[config.mk]
export PLATFORM = sky130hd
export DESIGN_NAME = pcpk_cell
export DESIGN_NICKNAME = d
export VERILOG_FILES = /design/src/rtl/pcpk_pkg.sv /design/src/rtl/pcpk_cell.sv
export SDC_FILE = /design/constraint.sdc
export NUM_CORES = 1
export LEC_CHECK = 0
export ABC_AREA = 1
export BUFFER_PORTS_ARGS = -buffer_cell sky130_fd_sc_hd__buf_2
export CAP_MARGIN = 0
export CORE_UTILIZATION = 64
export CTS_CLUSTER_DIAMETER = 200
export CTS_CLUSTER_SIZE = 8
export DETAILED_ROUTE_END_ITERATION = 12
export PLACE_DENSITY = 0.88
export SYNTH_ARGS = -nofsm -noshare
export SYNTH_HDL_FRONTEND = slang
export SYNTH_SLANG_ARGS = --single-unit
[constraint.sdc]
create_clock -name clock -period 4.3 [get_ports clock]
set_input_delay 0.43 -clock clock [delete_from_list [all_inputs] [get_ports clock]]
set_output_delay 0.43 -clock clock [all_outputs]
set_load 0.05 [all_outputs]
[src/rtl/pcpk_pkg.sv]
package pcpk_pkg;

   // Field widths
   localparam int TARGET_W   = 14;
   localparam int PART_W     = 4;
   localparam int REQ_DATA_W = 24;
   localparam int COUNT_W    = 64;

   // Default sizing
   localparam int MAX_TARGET_DEF = 8192;
   localparam int MAX_PART_DEF   = 10;

   // Column marker that travels down the cell row with each count
   typedef struct packed {
      logic vld;
      logic first;
      logic last;
   } col_type;

endpackage

[src/rtl/pcpk_cell.sv]
// One part size of the recurrence: y[i] = x[i] + y[i-PART], saturating; an inactive cell passes x through.
module pcpk_cell #(
   parameter int PART = 1
) (
   input  logic                          clock,
   input  logic                          reset,
   input  logic                          active,
   input  pcpk_pkg::col_type             x_col,
   input  logic [pcpk_pkg::COUNT_W-1:0]  x_data,
   output pcpk_pkg::col_type             y_col,
   output logic [pcpk_pkg::COUNT_W-1:0]  y_data,
   output logic                          y_carry
);
   import pcpk_pkg::*;

   logic [COUNT_W-1:0] dl_ff [PART];
   logic [COUNT_W-1:0] data_ff;
   logic [COUNT_W-1:0] data_in;
   col_type            col_ff;
   logic               carry_ff;
   logic               carry_in;
   logic [COUNT_W-1:0] term;
   logic [COUNT_W:0]   sum;

   // Saturating add of the own output PART columns back
   always_comb begin
      term = x_col.first ? '0 : dl_ff[PART-1];
      sum  = {1'b0, x_data} + {1'b0, term};
      if (active) begin
         data_in  = sum[COUNT_W] ? '1 : sum[COUNT_W-1:0];
         carry_in = x_col.vld & sum[COUNT_W];
      end else begin
         data_in  = x_data;
         carry_in = 1'b0;
      end
   end

   // Control stage
   always_ff @(posedge clock) begin
      if (reset) begin
         col_ff   <= '0;
         carry_ff <= 1'b0;
      end else begin
         col_ff   <= x_col;
         carry_ff <= carry_in;
      end
   end

   // Output and delay line; the first column wipes older history
   always_ff @(posedge clock) begin
      if (x_col.vld) begin
         data_ff  <= data_in;
         dl_ff[0] <= data_in;
         for (int j = 1; j < PART; j++) begin
            dl_ff[j] <= x_col.first ? '0 : dl_ff[j-1];
         end
      end
   end

   assign y_col   = col_ff;
   assign y_data  = data_ff;
   assign y_carry = carry_ff;

endmodule

==> impl_metrics.csv, run 1 <==
group,metric,value,unit
pwr,seq_power_share,26.5,%
logic_synthesis,synth-warning-count,0,
drt,routed_via_density,5.24,
floorplan,io_pins,138,
pwr,p_sw,1.43,mW
layout,drive_gt1_share,10.9,%
logic_synthesis,synth_cells,1723,
drt,via_count,10700,
logic_synthesis,synth_top_area_share,25.4,%
placement,placed_cell_area,10200,sq um
logic_synthesis,syn-mean-instance-area,5.41,sq um
sta,max_freq,322,MHz
pwr,ir_drop,0.217,mV
floorplan,initial_core_util,66.4,%
grt,grt_pass1_vias,9532,
floorplan,fp.dieH,123,microns
layout,n_antenna_cell,0,
grt,grt_antenna_before_repair,0,
sta,final.setup.tns,0,ps
grt,grt-ovfl-total,0,
pwr,combPwrFrac,47.4,%
setup_path,start_kind,"input pin",
clocking,ctsRootBufferMaster,"clkbuf_16",
sta,fin_hold_ws,267,ps
outcome,outcome,"finished, final reports clean",
setup_path,critPathRequiredTime,4400,ps
setup_path,worstPathMaxFanout,27,
layout,multi_input_area,5670,sq um
logic_synthesis,synth_area_leaders,"nand2_1, edfxtp_1, inv_1",
layout,nFillCells,1228,
logic_synthesis,synth.distinct_cells,33,
layout,areaGrowthSynthToFinish,12.6,%
clocking,clock-sinks,68,
clocking,clk_pin_slew,60,ps
floorplan,die-area,15000,sq um
setup_path,endpoint_kind,"register",
placement,port_buffers,137,
drt,first_pass_iters,9,
drt,drc_errors,0,
setup_path,crit_type,"input pin to register",
placement,dp_slack,882,ps
job,maxCapViolCount,0,
layout,fin_nets,1990,
logic_synthesis,synth_area,9320,sq um
logic_synthesis,ys_seq_elements,68,
drt,wl_per_cell,14.5,microns
pwr,p_sw_share,44.5,%
sta,setup_viol,0,
drt,wl,29600,microns
placement,place_congestion,1.06,
floorplan,row_count,43,
pwr,cellPowerDensity,305,nW/um^2
grt,grt.total_usage,40.1,%
floorplan,core_area,14000,sq um
placement,hpwlAfterDp,24300,microns
sta,rsz0062_at_grt,"false",
sta,fin_crit_sh,72.1,%
clocking,cts-resized-gates,0,
pwr,p_leak,6.55,nW
logic_synthesis,ys_top_cells_by_count,"nand2_1, inv_1, nor2_1",
logic_synthesis,synth_top_area_cell,"nand2_1",
drt,ant_nets,0,
layout,fin_area,10500,sq um
logic_synthesis,yosysSeqAreaShare,21.5,%
grt,grt_start_max_net_pins,48,
clocking,cts_tree,"built",
sta,tightest_slew,846,ps
clocking,cts_buffer_depth,2,
clocking,clkLatencyLatePin,350,ps
sta,fin_crit,3100,ps
pwr,p_int,1.77,mW
sta,finalMaxSlewViolations,0,
logic_synthesis,synthFlopType,"edfxtp_1",
sta,hold_viol_final,0,
clocking,hold_buffers,0,
sta,layout_setup_ws,1200,ps
layout,regArea,2000,sq um
floorplan,chipWidth,123,microns
pwr,pwr-share-clk,26.1,%
grt,grt_pass1_wl,46000,microns
drt,first_iter_violations,1149,
clocking,cts.htree.levels,3,
worst_hold_path,min_path_type,"input pin to register",
clocking,cts_setup_buffers,0,
sta,relSlewSlack,43.6,%
clocking,cts-buffers-inserted,9,
logic_synthesis,async_flop_share,0,%
setup_path,crit_arrival,3200,ps
logic_synthesis,yosysMostFrequentCell,"nand2_1",
sta,fin_skew,9.90,ps
logic_synthesis,synth_nets,1858,
logic_synthesis,synth-edff-count,64,
-- power groups by stage --
stage / clock (mW) / sequential, mW / combinational [mW]
3_3_place_gp: 0 / 0.856 / 1.44
3_5_place_dp: 0 / 0.860 / 1.47
4_1_cts: 0.834 / 0.847 / 1.48
6_report: 0.837 / 0.847 / 1.52
2_1_floorplan: 0 / 1.08 / 0.867
5_1_grt: 0.864 / 0.855 / 1.66
-- layout make-up --
class	instances	area share [%]
flip-flops and latches	68	19.1
clock buffers	10	2.28
repair buffers	143	6.96
inverters	411	14.7
clock inverters	6	0.835
multi-input cells	1222	54.0
well taps	180	2.15
-- state kept, by name (all words and copies together), names as in the netlist --
| register | count |
|---|---|
| y_data | 64 |
| y_carry | 1 |
| y_col | 3 |
-- worst paths after layout --
| check | from | to | slack [ps] | cells after the start |
|---|---|---|---|---|
| min reg2reg | y_data[0]$_DFFE_PP_ | y_data[0]$_DFFE_PP_ | 960 | 6 |
| min | reset | y_col[1]$_SDFF_PP0_ | 270 | 2 |
| max reg2reg | y_data[0]$_DFFE_PP_ | y_data[2]$_DFFE_PP_ | 1250 | 16 |
| max | x_col[1] | y_data[2]$_DFFE_PP_ | 1200 | 17 |
-- placed cells by master, fill, tap and decap left out, drive strengths merged, types with 6 or more instances in the layout --
| cell type | Yosys | routed |
|---|---|---|
| a21oi | 46 | 46 |
| buf | 8 | 143 |
| clkbuf | 14 | 10 |
| edfxtp | 64 | 64 |
| ha | 64 | 64 |
| inv | 411 | 411 |
| nand2 | 634 | 634 |
| nand3 | 57 | 57 |
| nand4 | 15 | 15 |
| nor2 | 335 | 335 |
| nor3 | 13 | 13 |
| o21ai | 6 | 6 |
| o22ai | 15 | 15 |
| xnor2 | 12 | 12 |
| xor2 | 16 | 16 |
-- cell families after synthesis --
family | Yosys count | share of synthesized area (%)
AO/OA/AOI/OAI | 69 | 4.04
XOR/XNOR | 28 | 2.63
adder cells (fa/ha/maj) | 65 | 8.81
buffers and inverters | 433 | 17.7
flip-flops | 68 | 21.5
AND/OR/NAND/NOR | 1060 | 45.3
-- routing by layer --
layer / share of wire, % / vias up / routed length [microns] / GRT usage (%)
met5: 0 / - / 0 / 0
met4: 2.7 / 0 / 787 / 14.1
met3: 12 / 57 / 3570 / 10.4
met2: 42 / 572 / 12400 / 60.8
met1: 43 / 4684 / 12900 / 54.7
li1: - / 5369 / - / -
-- metrics by stage --
| step | power, mW | utilization, % | std cells |
|---|---|---|---|
| after floorplan | 1.95 | - | 1723 |
| after global placement | 2.29 | 72.4 | 2024 |
| after detailed placement | 2.33 | 72.4 | 2024 |
| after CTS | 3.16 | 74.7 | 2040 |
| after global routing | 3.38 | 74.7 | 2040 |
| final | 3.20 | 74.7 | 2040 |
-- worst max-delay path, stage by stage --
cell,delay [ps]
buf_2,90
buf_4,300
nor2_1,100
ha_1,240
fa_1,440
nand3_1,130
nand3_2,120
nand2_1,110
nand2_2,100
nand3_2,80
nand2_2,80
nand2_1,80
nand2_2,60
nand2_2,80
nand2_1,400
o22ai_1,290
inv_1,60
(Power assumes the default switching activity.)
==> run 2, diff against run 1 <==
- CORE_UTILIZATION: 64 -> 54
- PLACE_DENSITY: 0.88 -> 0.79
- clock period: 4.3 -> 2.6 ns (I/O delays scaled with it)
==> impl_metrics.csv, run 2 (synthesis results as in run 1) <==
group,metric,value,unit
floorplan,initial_core_util,55.8,%
setup_path,regToRegSetupSlack,-120,ps
clocking,cts_buffer_depth,2,
setup_path,rr_startpoint,"y_data[23]$_DFFE_PP_",
worst_hold_path,min_from,"reset",
floorplan,core_area,16700,sq um
pwr,seq_power_share,22.5,%
clocking,ctsRootBufferMaster,"clkbuf_16",
sta,setup_viol,48,
drt,routed_via_density,5.18,
outcome,outcome,"finished with violations",
pwr,p_leak,7.70,nW
floorplan,die-area,17800,sq um
floorplan,io_pins,138,
drt,first_iter_violations,1214,
drt,wl_per_cell,15.8,microns
layout,fin_nets,2193,
grt,grt-ovfl-total,0,
pwr,cellPowerDensity,488,nW/um^2
setup_path,worstPathMaxFanout,7,
sta,tightest_slew,597,ps
clocking,clock-sinks,68,
drt,first_pass_iters,5,
grt,grt.total_usage,37.3,%
clocking,cts.htree.levels,3,
placement,dp_slack,-300,ps
sta,fin_crit,2720,ps
sta,layout_setup_ws,-116,ps
pwr,p_total,6.26,mW
layout,fin_area,12800,sq um
clocking,clkLatencyLatePin,360,ps
clocking,hold_buffers,0,
placement,place_congestion,1.03,
setup_path,worstReg2RegEnd,"y_data[58]$_DFFE_PP_",
setup_path,r2r_cells,16,
clocking,cts_tree,"built",
sta,rsz0062_at_grt,"true",
grt,grt_start_max_net_pins,48,
sta,max_freq,368,MHz
floorplan,fp.dieH,133,microns
setup_path,crit_arrival,2830,ps
drt,drc_errors,0,
sta,finalMaxSlewViolations,0,
sta,fin_hold_ws,110,ps
clocking,cts-buffers-inserted,9,
outcome,violations,"setup timing",
sta,relSlewSlack,60.2,%
setup_path,crit_type,"register to register",
worst_hold_path,min_path_type,"input pin to register",
pwr,ir_drop,0.347,mV
pwr,pwr-share-clk,24.0,%
layout,final_common_cell,"nand2_1",
grt,grt_antenna_before_repair,0,
layout,largest_reg_flops,64,
drt,via_count,11800,
layout,mostFrequentLayoutCells,"nand2_1, inv_1, nor2_1",
job,maxCapViolCount,0,
drt,ant_nets,0,
worst_hold_path,holdPathEnd,"y_col[1]$_SDFF_PP0_",
pwr,p_sw,2.71,mW
placement,placed_cell_area,11700,sq um
floorplan,chipWidth,133,microns
layout,areaGrowthSynthToFinish,37.5,%
grt,grt_pass1_vias,10600,
sta,hold_viol_final,0,
setup_path,endpoint_kind,"register",
placement,port_buffers,137,
pwr,combPwrFrac,53.5,%
clocking,clk_pin_slew,60,ps
grt,grt_pass1_wl,51500,microns
drt,wl,36100,microns
worst_hold_path,worstHoldPathCells,2,
setup_path,start_kind,"register",
layout,drive_gt1_share,25.9,%
sta,fin_skew,8.52,ps
pwr,p_int,3.55,mW
floorplan,row_count,47,
layout,n_antenna_cell,0,
setup_path,critPathRequiredTime,2710,ps
sta,fin_crit_sh,104,%
placement,hpwlAfterDp,27400,microns
pwr,p_sw_share,43.3,%
## run 2: cell count changes in the layout (fill, tap and decap cells not counted), moves of 6 or more
| cell | before | now |
|---|---|---|
| a21oi_2 | 2 | 10 |
| a21oi_1 | 44 | 32 |
| nand3_1 | 54 | 43 |
| nand2_2 | 4 | 36 |
| buf_12 | 0 | 6 |
| nor2_4 | 2 | 20 |
| buf_4 | 6 | 198 |
| nor2_1 | 309 | 255 |
| nand3_2 | 3 | 13 |
| nand2_1 | 630 | 595 |
| nor2_2 | 24 | 60 |
## run 2: worst max-delay path by stage
stage / cells past startpoint / startpoint / slack, ps / end
after floorplan: 18 / y_data[0]$_DFFE_PP_ / -70 / y_data[23]$_DFFE_PP_
after global placement: 16 / x_col[1] / -290 / y_data[58]$_DFFE_PP_
after detailed placement: 16 / x_col[1] / -300 / y_data[58]$_DFFE_PP_
after CTS: 15 / y_data[19]$_DFFE_PP_ / 2 / y_data[56]$_DFFE_PP_
after global routing: 16 / y_data[23]$_DFFE_PP_ / -190 / y_data[36]$_DFFE_PP_
final: 16 / y_data[23]$_DFFE_PP_ / -120 / y_data[58]$_DFFE_PP_
## run 2: through the flow
| stage | instances | setup TNS (ps) | utilization [%] |
|---|---|---|---|
| 6_report | 2283 | -2340 | 76.7 |
| 5_1_grt | 2283 | -6700 | 76.7 |
| 3_3_place_gp | 2245 | -4550 | 69.8 |
| 4_1_cts | 2261 | 0 | 72.0 |
| 2_1_floorplan | 1723 | -904 | - |
| 3_5_place_dp | 2245 | -10320 | 69.8 |
## run 2: what timing repair did
action                                  CTS  global route
setup buffers                             0            17
gates resized for setup                   3           154
gates cloned                              0             5
pin swaps                                 0            20
endpoints found under the setup margin    4            65
## run 2: per-layer routing
layer / global-route usage, % / vias to the layer above / wire length, microns
met5: 0 / - / 0
met2: 58.7 / 615 / 16100
met3: 4.87 / 87 / 3440
met1: 52.2 / 5370 / 15400
met4: 13.1 / 0 / 1140
li1: - / 5765 / -
## run 2: cell type report
cell class | instances | area, sq um
multi-input combinational | 1222 | 6240
fill | 1386 | 3890
timing repair buffer | 346 | 2400
sequential | 68 | 2000
inverter | 411 | 1540
tap | 220 | 275
clock buffer | 10 | 239
clock inverter | 6 | 111
## run 2: critical path, cell delays in order (launching register included)
cell	delay (ps)
edfxtp_1	380
inv_1	80
nor2_1	50
ha_1	320
nand2_2	130
inv_1	60
nand2_1	80
nand2_2	100
a21oi_4	150
nor2_1	80
nor2_1	150
nand2_2	100
nand2_2	90
nand3_4	220
clkbuf_16	270
nor2_4	150
nor2_1	60
## run 2: power by group through the flow
stage	registers, mW	clock network, mW	logic [mW]
floorplan	1.79	0	1.44
CTS	1.40	1.51	2.94
global placement	1.42	0	2.86
global route	1.42	1.54	3.60
detailed placement	1.42	0	2.92
finish	1.41	1.50	3.35
==> run 3, diff against run 2 <==
- CORE_ASPECT_RATIO: unset -> 0.5
- SLEW_MARGIN: unset -> 20
==> impl_metrics.csv, run 3 (synthesis results as in run 1) <==
group,metric,value,unit
outcome,outcome,"finished, final reports clean",
grt,grt_start_max_net_pins,35,
pwr,p_sw_share,43.0,%
grt,grt_pass1_vias,9924,
setup_path,r2r_cells,12,
sta,hold_viol_final,0,
clocking,hold_buffers,0,
grt,grt_antenna_before_repair,0,
placement,port_buffers,137,
floorplan,initial_core_util,56.0,%
pwr,ir_drop,0.320,mV
clocking,clk_pin_slew,60,ps
floorplan,fp.dieH,94.9,microns
drt,ant_nets,0,
layout,finish.utilization,73.6,%
pwr,cellPowerDensity,474,nW/um^2
grt,grt.total_usage,35.6,%
floorplan,die-area,17800,sq um
worst_hold_path,holdPathEnd,"y_col[1]$_SDFF_PP0_",
setup_path,critPathRequiredTime,2710,ps
layout,multi_input_area,5920,sq um
grt,grt-ovfl-total,0,
sta,fin_skew,6.07,ps
drt,via_count,11100,
layout,regArea,2000,sq um
pwr,combPwrFrac,52.3,%
layout,areaGrowthSynthToFinish,31.4,%
floorplan,core_area,16600,sq um
pwr,seq_power_share,24.2,%
drt,wl,32200,microns
clocking,cts.htree.levels,3,
grt,grt_pass1_wl,48900,microns
worst_hold_path,min_from,"reset",
drt,wl_per_cell,14.2,microns
pwr,p_int,3.31,mW
sta,relSlewSlack,55.3,%
placement,place_congestion,1.03,
setup_path,endpoint_kind,"register",
sta,finalMaxSlewViolations,0,
drt,routed_via_density,4.91,
drt,first_iter_violations,979,
sta,rsz0062_at_grt,"true",
setup_path,rr_startpoint,"y_data[56]$_DFFE_PP_",
sta,setup_viol,0,
layout,nFillCells,1501,
setup_path,crit_arrival,2680,ps
setup_path,worstReg2RegEnd,"y_data[52]$_DFFE_PP_",
setup_path,start_kind,"register",
pwr,pwr-share-clk,23.5,%
grt,grtUsageMet3,6.35,%
pwr,p_sw,2.50,mW
setup_path,worstPathMaxFanout,24,
grt,grt_use_met1,48.1,%
sta,max_freq,389,MHz
job,maxCapViolCount,0,
floorplan,io_pins,138,
layout,n_antenna_cell,0,
clocking,cts_tree,"built",
clocking,clock-sinks,68,
layout,largest_reg_flops,64,
grt,top_usage_layer,"met2",
layout,final_common_cell,"nand2_1",
worst_hold_path,worstHoldPathCells,2,
worst_hold_path,min_path_type,"input pin to register",
layout,drive_gt1_share,21.9,%
pwr,p_leak,7.51,nW
layout,mostFrequentLayoutCells,"nand2_1, inv_1, nor2_1",
floorplan,row_count,33,
setup_path,regToRegSetupSlack,30,ps
sta,tightest_slew,670,ps
sta,fin_crit_sh,98.8,%
setup_path,crit_type,"register to register",
floorplan,chipWidth,188,microns
clocking,ctsRootBufferMaster,"clkbuf_16",
pwr,p_total,5.81,mW
sta,fin_hold_ws,91.8,ps
layout,fin_nets,2167,
drt,first_pass_iters,5,
clocking,cts_buffer_depth,2,
clocking,cts-buffers-inserted,9,
grt,grt_use_met2,59.6,%
placement,hpwlAfterDp,26500,microns
sta,fin_crit,2570,ps
drt,drc_errors,0,
clocking,clkLatencyLatePin,360,ps
## run 3: worst max path at each step
stage	slack (ps)	cells after the start	startpoint	endpoint
5_1_grt	-100	17	y_data[0]$_DFFE_PP_	y_data[52]$_DFFE_PP_
2_1_floorplan	-70	18	y_data[0]$_DFFE_PP_	y_data[23]$_DFFE_PP_
6_report	30	12	y_data[56]$_DFFE_PP_	y_data[52]$_DFFE_PP_
4_1_cts	20	16	y_data[46]$_DFFE_PP_	y_data[14]$_DFFE_PP_
3_5_place_dp	-150	17	x_col[1]	y_data[14]$_DFFE_PP_
3_3_place_gp	-110	17	x_col[1]	y_data[57]$_DFFE_PP_
## run 3: per-layer routing
layer / vias up / share of wire, %
li1: 5707 / -
met1: 4965 / 47
met2: 413 / 44
met3: 40 / 8.2
met4: 0 / 1.3
met5: - / 0
## run 3: layout make-up
| class | instances | share of cell area [%] |
|---|---|---|
| clock buffer | 9 | 1.84 |
| sequential | 68 | 16.3 |
| clock inverter | 7 | 0.746 |
| timing repair buffer | 320 | 17.8 |
| multi-input combinational | 1222 | 48.4 |
| inverter | 411 | 12.6 |
| tap | 227 | 2.32 |
## run 3: through the flow
step                TNS [ps]  instances  setup slack, ps  instance area (sq um)
floorplan               -904       1723            -70.9                   9330
global placement       -3510       2238             -107                  11600
detailed placement     -6440       2238             -151                  11600
CTS                        0       2254             18.0                  11900
global route           -2350       2264            -95.1                  12300
finish                     0       2264             31.0                  12300
## run 3: power by group through the flow
stage | sequential [mW] | clock (mW) | combinational, mW
floorplan | 1.79 | 0 | 1.44
global placement | 1.42 | 0 | 2.81
detailed placement | 1.42 | 0 | 2.85
CTS | 1.40 | 1.38 | 2.86
global route | 1.41 | 1.41 | 3.32
finish | 1.40 | 1.37 | 3.04
## run 3: critical path, stage by stage (launching register included)
cell	delay [ps]
edfxtp_1	480
inv_1	90
nor2_1	40
ha_1	190
a21oi_1	270
o21ai_1	180
a21oi_1	180
nand2_1	100
a21oi_4	190
nand3_4	170
buf_12	200
nor2_1	140
nor2_1	50
## run 3: timing repair
item / in CTS / in global routing
endpoints found under the setup margin: 0 / 64
gates resized for setup: 0 / 74
endpoints found under the hold margin: 0 / 0
setup buffers: 0 / 7
